==> src/rtl/core/dnsle_pkg.sv <==
`timescale 1ns / 1ps
// ----------------------------------------------------------------------------
// DNS label encoder package
// Shared widths, constants and types of the DNS name label encoder.
// ----------------------------------------------------------------------------
package dnsle_pkg;

   localparam int MAX_LABEL   = 62;        // longest label kept, 1..63
   localparam int LEN_W       = 6;         // width of a label length
   localparam int BYTE_W      = 8;
   localparam int RSP_DEPTH   = 4;         // entries of the result queue
   localparam logic [BYTE_W-1:0] DOT_CHAR = 8'h2E;

   // One finished label, handed from the front to the back.
   typedef struct packed {
      logic [LEN_W-1:0] count;
      logic             ovf;
      logic             term;
      logic             bank;
   } cmd_type;

   // The back gives a label bank back to the front.
   typedef struct packed {
      logic valid;
      logic bank;
   } rel_type;

   typedef struct packed {
      logic [BYTE_W-1:0] out_byte;
      logic              last;
      logic              ovf;
   } rsp_type;

   typedef enum logic [1:0] {
      BK_IDLE,
      BK_LEN,
      BK_DATA,
      BK_TERM
   } bk_state_type;

endpackage

==> src/rtl/core/dns_name_label_encoder.sv <==
`timescale 1ns / 1ps
// A finished label passes the command queue, the back and its read stage in order.
// Throughput: one character per cycle in; results leave at one per cycle while
// the receiver pops, with an idle state per label in the back. Characters stall
// only while both label banks of the store are held by labels still being read out.
// Reset clears the states, pointers and counts; the label store holds no reset value.
// ----------------------------------------------------------------------------
// DNS name label encoder
// Converts a dotted name, one character per transfer, into DNS wire labels.
// ----------------------------------------------------------------------------
module dns_name_label_encoder #(
   parameter int MaxLabel = dnsle_pkg::MAX_LABEL
) (
   input  logic                          clock,
   input  logic                          reset,
   input  logic                          req_push,
   output logic                          req_full,
   input  logic [dnsle_pkg::BYTE_W-1:0]  req_ch,
   input  logic                          req_end_of_name,
   output logic                          rsp_empty,
   input  logic                          rsp_pop,
   output logic [dnsle_pkg::BYTE_W-1:0]  rsp_out_byte,
   output logic                          rsp_last,
   output logic                          rsp_overflow
);

   localparam int IdxW     = (MaxLabel > 1) ? $clog2(MaxLabel) : 1;
   localparam int RamDepth = 2 * (2 ** IdxW);

   logic                         ram_wr_en, ram_rd_en;
   logic [IdxW:0]                ram_wr_addr, ram_rd_addr;
   logic [dnsle_pkg::BYTE_W-1:0] ram_wr_data, ram_rd_data;
   logic                         cmd_push, cmd_full, cmd_pop, cmd_empty;
   dnsle_pkg::cmd_type           cmd_in_q, cmd_head;
   dnsle_pkg::rel_type           release_bank;

   dnsle_front #(
      .MaxLabel(MaxLabel)
   ) u_front (
      .clock          (clock),
      .reset          (reset),
      .req_push       (req_push),
      .req_full       (req_full),
      .req_ch         (req_ch),
      .req_end_of_name(req_end_of_name),
      .ram_wr_en      (ram_wr_en),
      .ram_wr_addr    (ram_wr_addr),
      .ram_wr_data    (ram_wr_data),
      .cmd_push       (cmd_push),
      .cmd            (cmd_in_q),
      .cmd_full       (cmd_full),
      .release_bank   (release_bank)
   );

   dnsle_cmdq u_cmdq (
      .clock   (clock),
      .reset   (reset),
      .push    (cmd_push),
      .push_cmd(cmd_in_q),
      .full    (cmd_full),
      .pop     (cmd_pop),
      .head    (cmd_head),
      .empty   (cmd_empty)
   );

   dnsle_ram #(
      .Width(dnsle_pkg::BYTE_W),
      .Depth(RamDepth)
   ) u_store (
      .clock  (clock),
      .wr_en  (ram_wr_en),
      .wr_addr(ram_wr_addr),
      .wr_data(ram_wr_data),
      .rd_en  (ram_rd_en),
      .rd_addr(ram_rd_addr),
      .rd_data(ram_rd_data)
   );

   dnsle_back #(
      .MaxLabel(MaxLabel)
   ) u_back (
      .clock       (clock),
      .reset       (reset),
      .cmd_head    (cmd_head),
      .cmd_empty   (cmd_empty),
      .cmd_pop     (cmd_pop),
      .release_bank(release_bank),
      .ram_rd_en   (ram_rd_en),
      .ram_rd_addr (ram_rd_addr),
      .ram_rd_data (ram_rd_data),
      .rsp_empty   (rsp_empty),
      .rsp_pop     (rsp_pop),
      .rsp_out_byte(rsp_out_byte),
      .rsp_last    (rsp_last),
      .rsp_overflow(rsp_overflow)
   );

endmodule

==> src/rtl/core/dnsle_ram.sv <==
`timescale 1ns / 1ps
// ----------------------------------------------------------------------------
// Generic RAM
// One write port and one read port with registered read data.
// ----------------------------------------------------------------------------
module dnsle_ram #(
   parameter int Width = 8,
   parameter int Depth = 128
) (
   input  logic                     clock,
   input  logic                     wr_en,
   input  logic [$clog2(Depth)-1:0] wr_addr,
   input  logic [Width-1:0]         wr_data,
   input  logic                     rd_en,
   input  logic [$clog2(Depth)-1:0] rd_addr,
   output logic [Width-1:0]         rd_data
);

   logic [Width-1:0] mem_ff [Depth];
   logic [Width-1:0] rd_data_ff;

   always_ff @(posedge clock) begin
      if (wr_en) begin
         mem_ff[wr_addr] <= wr_data;
      end
      if (rd_en) begin
         rd_data_ff <= mem_ff[rd_addr];
      end
   end

   assign rd_data = rd_data_ff;

endmodule

==> src/rtl/core/dnsle_cmdq.sv <==
`timescale 1ns / 1ps
// ----------------------------------------------------------------------------
// Label command queue
// Two-entry queue of finished labels between the front and the back.
// ----------------------------------------------------------------------------
module dnsle_cmdq (
   input  logic              clock,
   input  logic              reset,
   input  logic              push,
   input  dnsle_pkg::cmd_type push_cmd,
   output logic              full,
   input  logic              pop,
   output dnsle_pkg::cmd_type head,
   output logic              empty
);

   dnsle_pkg::cmd_type entry_ff [2];
   logic       wr_ptr_ff, wr_ptr_in;
   logic       rd_ptr_ff, rd_ptr_in;
   logic [1:0] count_ff, count_in;
   logic       do_push, do_pop;

   assign full    = (count_ff == 2'd2);
   assign empty   = (count_ff == 2'd0);
   assign do_push = push & ~full;
   assign do_pop  = pop & ~empty;
   assign head    = entry_ff[rd_ptr_ff];

   always_comb begin
      wr_ptr_in = wr_ptr_ff ^ do_push;
      rd_ptr_in = rd_ptr_ff ^ do_pop;
      count_in  = count_ff + {1'b0, do_push} - {1'b0, do_pop};
   end

   always_ff @(posedge clock) begin
      if (reset) begin
         wr_ptr_ff <= 1'b0;
         rd_ptr_ff <= 1'b0;
         count_ff  <= 2'd0;
      end else begin
         wr_ptr_ff <= wr_ptr_in;
         rd_ptr_ff <= rd_ptr_in;
         count_ff  <= count_in;
      end
   end

   always_ff @(posedge clock) begin
      if (do_push) begin
         entry_ff[wr_ptr_ff] <= push_cmd;
      end
   end

endmodule

==> src/rtl/core/dnsle_front.sv <==
`timescale 1ns / 1ps
// ----------------------------------------------------------------------------
// Label encoder front
// Accepts name characters, fills the current label bank and hands finished
// labels to the command queue.
// ----------------------------------------------------------------------------
module dnsle_front #(
   parameter int MaxLabel = dnsle_pkg::MAX_LABEL,
   localparam int IdxW    = (MaxLabel > 1) ? $clog2(MaxLabel) : 1
) (
   input  logic                          clock,
   input  logic                          reset,
   input  logic                          req_push,
   output logic                          req_full,
   input  logic [dnsle_pkg::BYTE_W-1:0]  req_ch,
   input  logic                          req_end_of_name,
   output logic                          ram_wr_en,
   output logic [IdxW:0]                 ram_wr_addr,
   output logic [dnsle_pkg::BYTE_W-1:0]  ram_wr_data,
   output logic                          cmd_push,
   output dnsle_pkg::cmd_type            cmd,
   input  logic                          cmd_full,
   input  dnsle_pkg::rel_type            release_bank
);

   logic                        bank_ff, bank_in;
   logic [dnsle_pkg::LEN_W-1:0] count_ff, count_in;
   logic                        ovf_ff, ovf_in;
   logic [1:0]                  busy_ff, busy_in;
   logic                        accept, is_delim, has_room;

   // A bank stays held from the transfer of its delimiter until the back has
   // read out its last character.
   assign req_full = busy_ff[bank_ff] | cmd_full;
   assign accept   = req_push & ~req_full;
   assign is_delim = req_end_of_name | (req_ch == dnsle_pkg::DOT_CHAR);
   assign has_room = (count_ff < dnsle_pkg::LEN_W'(MaxLabel));

   assign ram_wr_en   = accept & ~is_delim & has_room;
   assign ram_wr_addr = {bank_ff, count_ff[IdxW-1:0]};
   assign ram_wr_data = req_ch;

   assign cmd_push   = accept & is_delim;
   assign cmd.count  = count_ff;
   assign cmd.ovf    = ovf_ff;
   assign cmd.term   = req_end_of_name;
   assign cmd.bank   = bank_ff;

   always_comb begin
      bank_in  = bank_ff;
      count_in = count_ff;
      ovf_in   = ovf_ff;
      busy_in  = busy_ff;
      if (release_bank.valid) begin
         busy_in[release_bank.bank] = 1'b0;
      end
      if (accept) begin
         if (is_delim) begin
            busy_in[bank_ff] = 1'b1;
            bank_in          = ~bank_ff;
            count_in         = '0;
            ovf_in           = 1'b0;
         end else if (has_room) begin
            count_in = count_ff + 1'b1;
         end else begin
            ovf_in = 1'b1;
         end
      end
   end

   always_ff @(posedge clock) begin
      if (reset) begin
         bank_ff  <= 1'b0;
         count_ff <= '0;
         ovf_ff   <= 1'b0;
         busy_ff  <= 2'b00;
      end else begin
         bank_ff  <= bank_in;
         count_ff <= count_in;
         ovf_ff   <= ovf_in;
         busy_ff  <= busy_in;
      end
   end

endmodule

==> src/rtl/core/dnsle_back.sv <==
`timescale 1ns / 1ps
// ----------------------------------------------------------------------------
// Label encoder back
// Plays out each finished label as length byte, characters and, at the end of
// a name, terminator into a small result queue.
// ----------------------------------------------------------------------------
module dnsle_back #(
   parameter int MaxLabel = dnsle_pkg::MAX_LABEL,
   localparam int IdxW    = (MaxLabel > 1) ? $clog2(MaxLabel) : 1,
   localparam int PtrW    = $clog2(dnsle_pkg::RSP_DEPTH)
) (
   input  logic                          clock,
   input  logic                          reset,
   input  dnsle_pkg::cmd_type            cmd_head,
   input  logic                          cmd_empty,
   output logic                          cmd_pop,
   output dnsle_pkg::rel_type            release_bank,
   output logic                          ram_rd_en,
   output logic [IdxW:0]                 ram_rd_addr,
   input  logic [dnsle_pkg::BYTE_W-1:0]  ram_rd_data,
   output logic                          rsp_empty,
   input  logic                          rsp_pop,
   output logic [dnsle_pkg::BYTE_W-1:0]  rsp_out_byte,
   output logic                          rsp_last,
   output logic                          rsp_overflow
);

   dnsle_pkg::bk_state_type     state_ff, state_in;
   dnsle_pkg::cmd_type          cmd_ff, cmd_in;
   logic [dnsle_pkg::LEN_W-1:0] idx_ff, idx_in;
   logic [dnsle_pkg::LEN_W-1:0] idx_next;
   logic                        idx_done, can_issue;

   logic                        issue;
   logic                        issue_is_data;
   logic [dnsle_pkg::BYTE_W-1:0] issue_byte;
   logic                        issue_last;

   logic                        s1_valid_ff;
   logic                        s1_is_data_ff;
   logic [dnsle_pkg::BYTE_W-1:0] s1_byte_ff;
   logic                        s1_last_ff;
   logic                        s1_ovf_ff;

   dnsle_pkg::rsp_type          rsp_mem_ff [dnsle_pkg::RSP_DEPTH];
   dnsle_pkg::rsp_type          rsp_head;
   logic [PtrW-1:0]             wr_ptr_ff, rd_ptr_ff;
   logic [PtrW:0]               count_ff, count_in;
   logic                        do_pop;

   assign idx_next = idx_ff + 1'b1;
   assign idx_done = (idx_next == cmd_ff.count);

   // The pending read stage counts against the queue, so nothing issued is
   // ever left without a slot.
   assign can_issue = ((count_ff + {{PtrW{1'b0}}, s1_valid_ff})
                       < (PtrW + 1)'(dnsle_pkg::RSP_DEPTH));

   // Next state.
   always_comb begin
      state_in = state_ff;
      cmd_in   = cmd_ff;
      idx_in   = idx_ff;
      unique case (state_ff)
         dnsle_pkg::BK_IDLE: begin
            if (!cmd_empty) begin
               cmd_in   = cmd_head;
               state_in = dnsle_pkg::BK_LEN;
            end
         end
         dnsle_pkg::BK_LEN: begin
            if (can_issue) begin
               idx_in = '0;
               if (cmd_ff.count != '0) begin
                  state_in = dnsle_pkg::BK_DATA;
               end else if (cmd_ff.term) begin
                  state_in = dnsle_pkg::BK_TERM;
               end else begin
                  state_in = dnsle_pkg::BK_IDLE;
               end
            end
         end
         dnsle_pkg::BK_DATA: begin
            if (can_issue) begin
               idx_in = idx_next;
               if (idx_done) begin
                  state_in = cmd_ff.term ? dnsle_pkg::BK_TERM : dnsle_pkg::BK_IDLE;
               end
            end
         end
         dnsle_pkg::BK_TERM: begin
            if (can_issue) begin
               state_in = dnsle_pkg::BK_IDLE;
            end
         end
         default: state_in = dnsle_pkg::BK_IDLE;
      endcase
   end

   // Outputs.
   always_comb begin
      cmd_pop            = 1'b0;
      issue              = 1'b0;
      issue_is_data      = 1'b0;
      issue_byte         = '0;
      issue_last         = 1'b0;
      release_bank.valid = 1'b0;
      release_bank.bank  = cmd_ff.bank;
      unique case (state_ff)
         dnsle_pkg::BK_IDLE: begin
            cmd_pop = ~cmd_empty;
         end
         dnsle_pkg::BK_LEN: begin
            issue      = can_issue;
            issue_byte = dnsle_pkg::BYTE_W'(cmd_ff.count);
            issue_last = (cmd_ff.count == '0) & ~cmd_ff.term;
            // An empty label holds nothing to read, so its bank is free at once.
            release_bank.valid = can_issue & (cmd_ff.count == '0);
         end
         dnsle_pkg::BK_DATA: begin
            issue         = can_issue;
            issue_is_data = 1'b1;
            issue_last    = idx_done & ~cmd_ff.term;
            release_bank.valid = can_issue & idx_done;
         end
         dnsle_pkg::BK_TERM: begin
            issue      = can_issue;
            issue_last = 1'b1;
         end
         default: begin
         end
      endcase
   end

   assign ram_rd_en   = issue & issue_is_data;
   assign ram_rd_addr = {cmd_ff.bank, idx_ff[IdxW-1:0]};

   always_ff @(posedge clock) begin
      if (reset) begin
         state_ff    <= dnsle_pkg::BK_IDLE;
         s1_valid_ff <= 1'b0;
      end else begin
         state_ff    <= state_in;
         s1_valid_ff <= issue;
      end
   end

   always_ff @(posedge clock) begin
      cmd_ff <= cmd_in;
      idx_ff <= idx_in;
      if (issue) begin
         s1_is_data_ff <= issue_is_data;
         s1_byte_ff    <= issue_byte;
         s1_last_ff    <= issue_last;
         s1_ovf_ff     <= cmd_ff.ovf;
      end
   end

   // Result queue.
   assign do_pop    = rsp_pop & ~rsp_empty;
   assign rsp_empty = (count_ff == '0);
   assign count_in  = count_ff + {{PtrW{1'b0}}, s1_valid_ff} - {{PtrW{1'b0}}, do_pop};
   assign rsp_head  = rsp_mem_ff[rd_ptr_ff];

   assign rsp_out_byte = rsp_head.out_byte;
   assign rsp_last     = rsp_head.last;
   assign rsp_overflow = rsp_head.ovf;

   always_ff @(posedge clock) begin
      if (reset) begin
         wr_ptr_ff <= '0;
         rd_ptr_ff <= '0;
         count_ff  <= '0;
      end else begin
         wr_ptr_ff <= wr_ptr_ff + PtrW'(s1_valid_ff);
         rd_ptr_ff <= rd_ptr_ff + PtrW'(do_pop);
         count_ff  <= count_in;
      end
   end

   always_ff @(posedge clock) begin
      if (s1_valid_ff) begin
         rsp_mem_ff[wr_ptr_ff].out_byte <= s1_is_data_ff ? ram_rd_data : s1_byte_ff;
         rsp_mem_ff[wr_ptr_ff].last     <= s1_last_ff;
         rsp_mem_ff[wr_ptr_ff].ovf      <= s1_ovf_ff;
      end
   end

endmodule

==> config.mk <==
export PLATFORM = sky130hd
export DESIGN_NAME = dns_name_label_encoder
export DESIGN_NICKNAME = d
export VERILOG_FILES = /design/src/rtl/core/dnsle_pkg.sv /design/src/rtl/core/dns_name_label_encoder.sv /design/src/rtl/core/dnsle_ram.sv /design/src/rtl/core/dnsle_cmdq.sv /design/src/rtl/core/dnsle_front.sv /design/src/rtl/core/dnsle_back.sv
export SDC_FILE = /design/constraint.sdc
export NUM_CORES = 1
export LEC_CHECK = 0
export BUFFER_PORTS_ARGS = -buffer_cell sky130_fd_sc_hd__buf_2
export CORE_UTILIZATION = 30
export CTS_CLUSTER_SIZE = 14
export DETAILED_ROUTE_END_ITERATION = 8
export GPL_ROUTABILITY_DRIVEN = 1
export PLACE_DENSITY_LB_ADDON = 0.08
export SYNTH_ARGS = -nofsm -noshare
export SYNTH_HDL_FRONTEND = slang
export SYNTH_HIERARCHICAL = 1
export SYNTH_SLANG_ARGS = --single-unit
==> constraint.sdc <==
create_clock -name clock -period 3.8 [get_ports clock]
set_input_delay 0.76 -clock clock [delete_from_list [all_inputs] [get_ports clock]]
set_output_delay 0.76 -clock clock [all_outputs]
set_load 0.05 [all_outputs]
==> out/qor.yml <==
tritoncts: "built"
start_util_pct: 30.4
syn_to_final_growth_pct: 17.8
critical_path_class: "reg2reg"
pre_cts_ws_ps: 112
nNetsFinal: 2237
ys_seq_area_share_pct: 76.3
regArea_um2: 33900
antenna_found_initial: 6
tightest_slew_ps: 1170
layout_common_cells: "1114 x edfxtp_1, 346 x mux4_2, 194 x buf_4"
fin_ws_ps: 360
multi_input_area_um2: 9930
die_height_um: 387
synthMuxAreaShare_pct: 18.2
drc_errors: 0
finalSetupViolCount: 0
yosys_register_bits: 1138
grt_pass1_vias: 21724
synth_nets: 1992
globalplace.congestion: 0.757
grt_pass1_wl_mm: 169
hp-class: "in2reg"
holdBufCountCts: 0
ir_worst_vdd_v: 0.000462
num_vias: 20674
slowest_delay_ps: 480
crit_path_start_kind: "register"
hold_viol_final: 0
postCtsSetupRepairBufs: 0
pwr_density_cell_nw_per_um2: 630
drtIter0Drc: 1628
die_x_um: 387
num-fill-cells: 13414
comb_power_share_pct: 18.9
fin_crit_sh_pct: 90.5
cts.clk_slew.worst_paths_ps: 60
max-slew-margin-rel_pct: 22.2
worstPathArrival_ps: 3880
synthSimpleGateAreaFrac_pct: 2.68
cts_resized: 0
final_util_pct: 35.8
synthAdderAreaFrac_pct: 0.478
yosysWarnings: 6
dr.pass1.iters: 6
overflow: 0
hold-worst-slack_ps: 306
portBuffers: 24
ys.flop_type: "edfxtp_1"
pwr-share-seq_pct: 43.4
crit_path_top_delay_cell: "nor3_1"
cpMostUsedCell: "buf_4"
io_pins: 25
async_reset_ff_share_pct: 0
wire_per_inst_um: 28.2
clk_latency_ps: 760
p_sw_share_pct: 26.2
required_ps: 4240
grt_setup_unrepaired: "false"
cts-root-buf: "clkbuf_16"
drive_above_1_share_pct: 34.0
leakagePower_nw: 16.4
synth_edf_count: 1114
synth_xor_area_share_pct: 0.430
p_int_mw: 24.4
avgSynthCellArea_um2: 22.7
wl_mm: 119
min_period_ps: 3440
viasPerCell: 4.88
cp-end-kind: "register"
coreArea_um2: 146000
numCtsBuffers: 134
grtUsageTotal_pct: 16.0
critical_path.max_fanout: 9
drv_slew: 0
htree_levels: 4
synth_compound_area_share_pct: 0.503
clock_path_buffers: 3
synth_cells: 1962
final_common_cell: "edfxtp_1"
pwr-share-clk_pct: 37.7
dp_hpwl_mm: 74.9
dieArea_um2: 150000
grt_max_degree: 97
tns_ps: 0
cap_viol_max_count: 0
drtAntennaViolNets: 0
outcome: "complete, no violations"
crit_chain: "or2b_1 > inv_1 > nor2b_1 > nand2_2 > nor3_1 > buf_4 > nor2b_1 > nand2_1 > buf_4 > nor2_1 > buf_4"
num_rows: 140
cts.sinks: 1138
syn-cell-area_um2: 44500
switching_power_mw: 8.65
synth_top_family_by_area: "multiplexers"
clock.fmax_mhz: 291
clock_skew_ps: 24.2
ys_types: 54
==> worst max-delay path: cells and delay by family (launching register included) <==
kind                   cells  cell delay [ps]
buffers and inverters      4              810
flip-flops                 1              380
AND/OR/NAND/NOR            7             1940
==> cells in the mapped netlist (2+ instances only) <==
master | count | area (um2)
edfxtp_1 | 1114 | 33500
mux4_2 | 346 | 7790
nor2_1 | 148 | 556
clkbuf_1 | 51 | 191
buf_4 | 31 | 233
nand2_1 | 27 | 101
dfxtp_1 | 24 | 480
mux2_2 | 24 | 270
buf_1 | 18 | 67.6
nor3_1 | 18 | 90.1
buf_2 | 17 | 85.1
ha_1 | 17 | 213
nor2b_1 | 17 | 106
nand3_1 | 15 | 75.1
and2_1 | 11 | 68.8
inv_1 | 11 | 41.3
xnor2_1 | 9 | 78.8
a21oi_1 | 5 | 25.0
xor2_1 | 5 | 43.8
a31oi_1 | 4 | 25.0
o21ai_0 | 4 | 20.0
nand4_1 | 3 | 18.8
a211oi_1 | 2 | 15.0
a31o_2 | 2 | 17.5
a32o_1 | 2 | 20.0
and3_1 | 2 | 12.5
mux2_4 | 2 | 30.0
nand2b_1 | 2 | 12.5
nand3_2 | 2 | 20.0
nor3b_1 | 2 | 15.0
or2b_1 | 2 | 15.0
or4_1 | 2 | 15.0
xnor3_1 | 2 | 45.0
==> final cells by class <==
class | count | share of cell area (%)
Inverter | 11 | 0.0788
Tap cell | 1917 | 4.58
Timing Repair Buffer | 227 | 3.58
Multi-Input combinational cell | 695 | 18.9
Clock inverter | 63 | 1.16
Clock buffer | 181 | 6.92
Sequential cell | 1138 | 64.7
Antenna cell | 1 | 0.00477
==> through the flow <==
| step | cell area [um2] | power, mW | cells |
|---|---|---|---|
| after floorplan | 44500 | 18.6 | 1962 |
| after global placement | 48200 | 21.0 | 3988 |
| after detailed placement | 48200 | 21.0 | 3988 |
| after CTS | 52400 | 33.6 | 4232 |
| after global routing | 52400 | 34.3 | 4232 |
| final | 52400 | 33.0 | 4233 |
==> power groups by stage <==
| stage | registers [mW] | logic (mW) | clock network, mW |
|---|---|---|---|
| final | 14.3 | 6.24 | 12.4 |
| after CTS | 14.3 | 6.45 | 12.8 |
| after global routing | 14.4 | 6.65 | 13.3 |
| after detailed placement | 14.6 | 6.43 | 0 |
| after floorplan | 14.5 | 4.18 | 0 |
| after global placement | 14.6 | 6.41 | 0 |
==> state kept, by name, summed over array words and instances (netlist names), 2 cells and up <==
signal	cells
u_store/mem_ff	1024
u_back/rsp_mem_ff	40
u_cmdq/entry_ff	18
u_back/cmd_ff	8
u_store/rd_data	8
u_back/idx_ff	6
u_back/s1_byte_ff	6
u_front/count_ff	6
u_back/count_ff	3
u_back/rd_ptr_ff	2
u_back/state_ff	2
u_back/wr_ptr_ff	2
u_cmdq/count_ff	2
u_front/busy_ff	2
==> worst paths after layout <==
path	slack, ps	cells after the start	to	startpoint
worst max-delay path	360	11	u_store/mem_ff[16][1]	u_cmdq/count_ff[0]
worst min-delay path	310	1	u_cmdq/entry_ff[1][1]	req_end_of_name
worst max register to register	360	11	u_store/mem_ff[16][1]	u_cmdq/count_ff[0]
worst min register to register	430	0	u_back/s1_ovf_ff	u_back/cmd_ff[2]
==> metal layers <==
metal	up-vias	share of wire (%)	global-route usage, %
met5	-	0	0
met4	0	2.1	4.39
met3	149	4.5	2.91
met2	517	50	26.6
met1	11267	44	21.5
li1	8741	-	-
==> kinds of logic after synthesis <==
family | count (synthesis)
AOI/OAI and AO/OA | 28
xor gates and xnor gates | 17
adders and majority gates | 17
buffers and inverters | 129
DFF | 1138
muxes | 373
and+or+nand+nor | 260
Note: power is estimated with default switching activity, not from simulation.
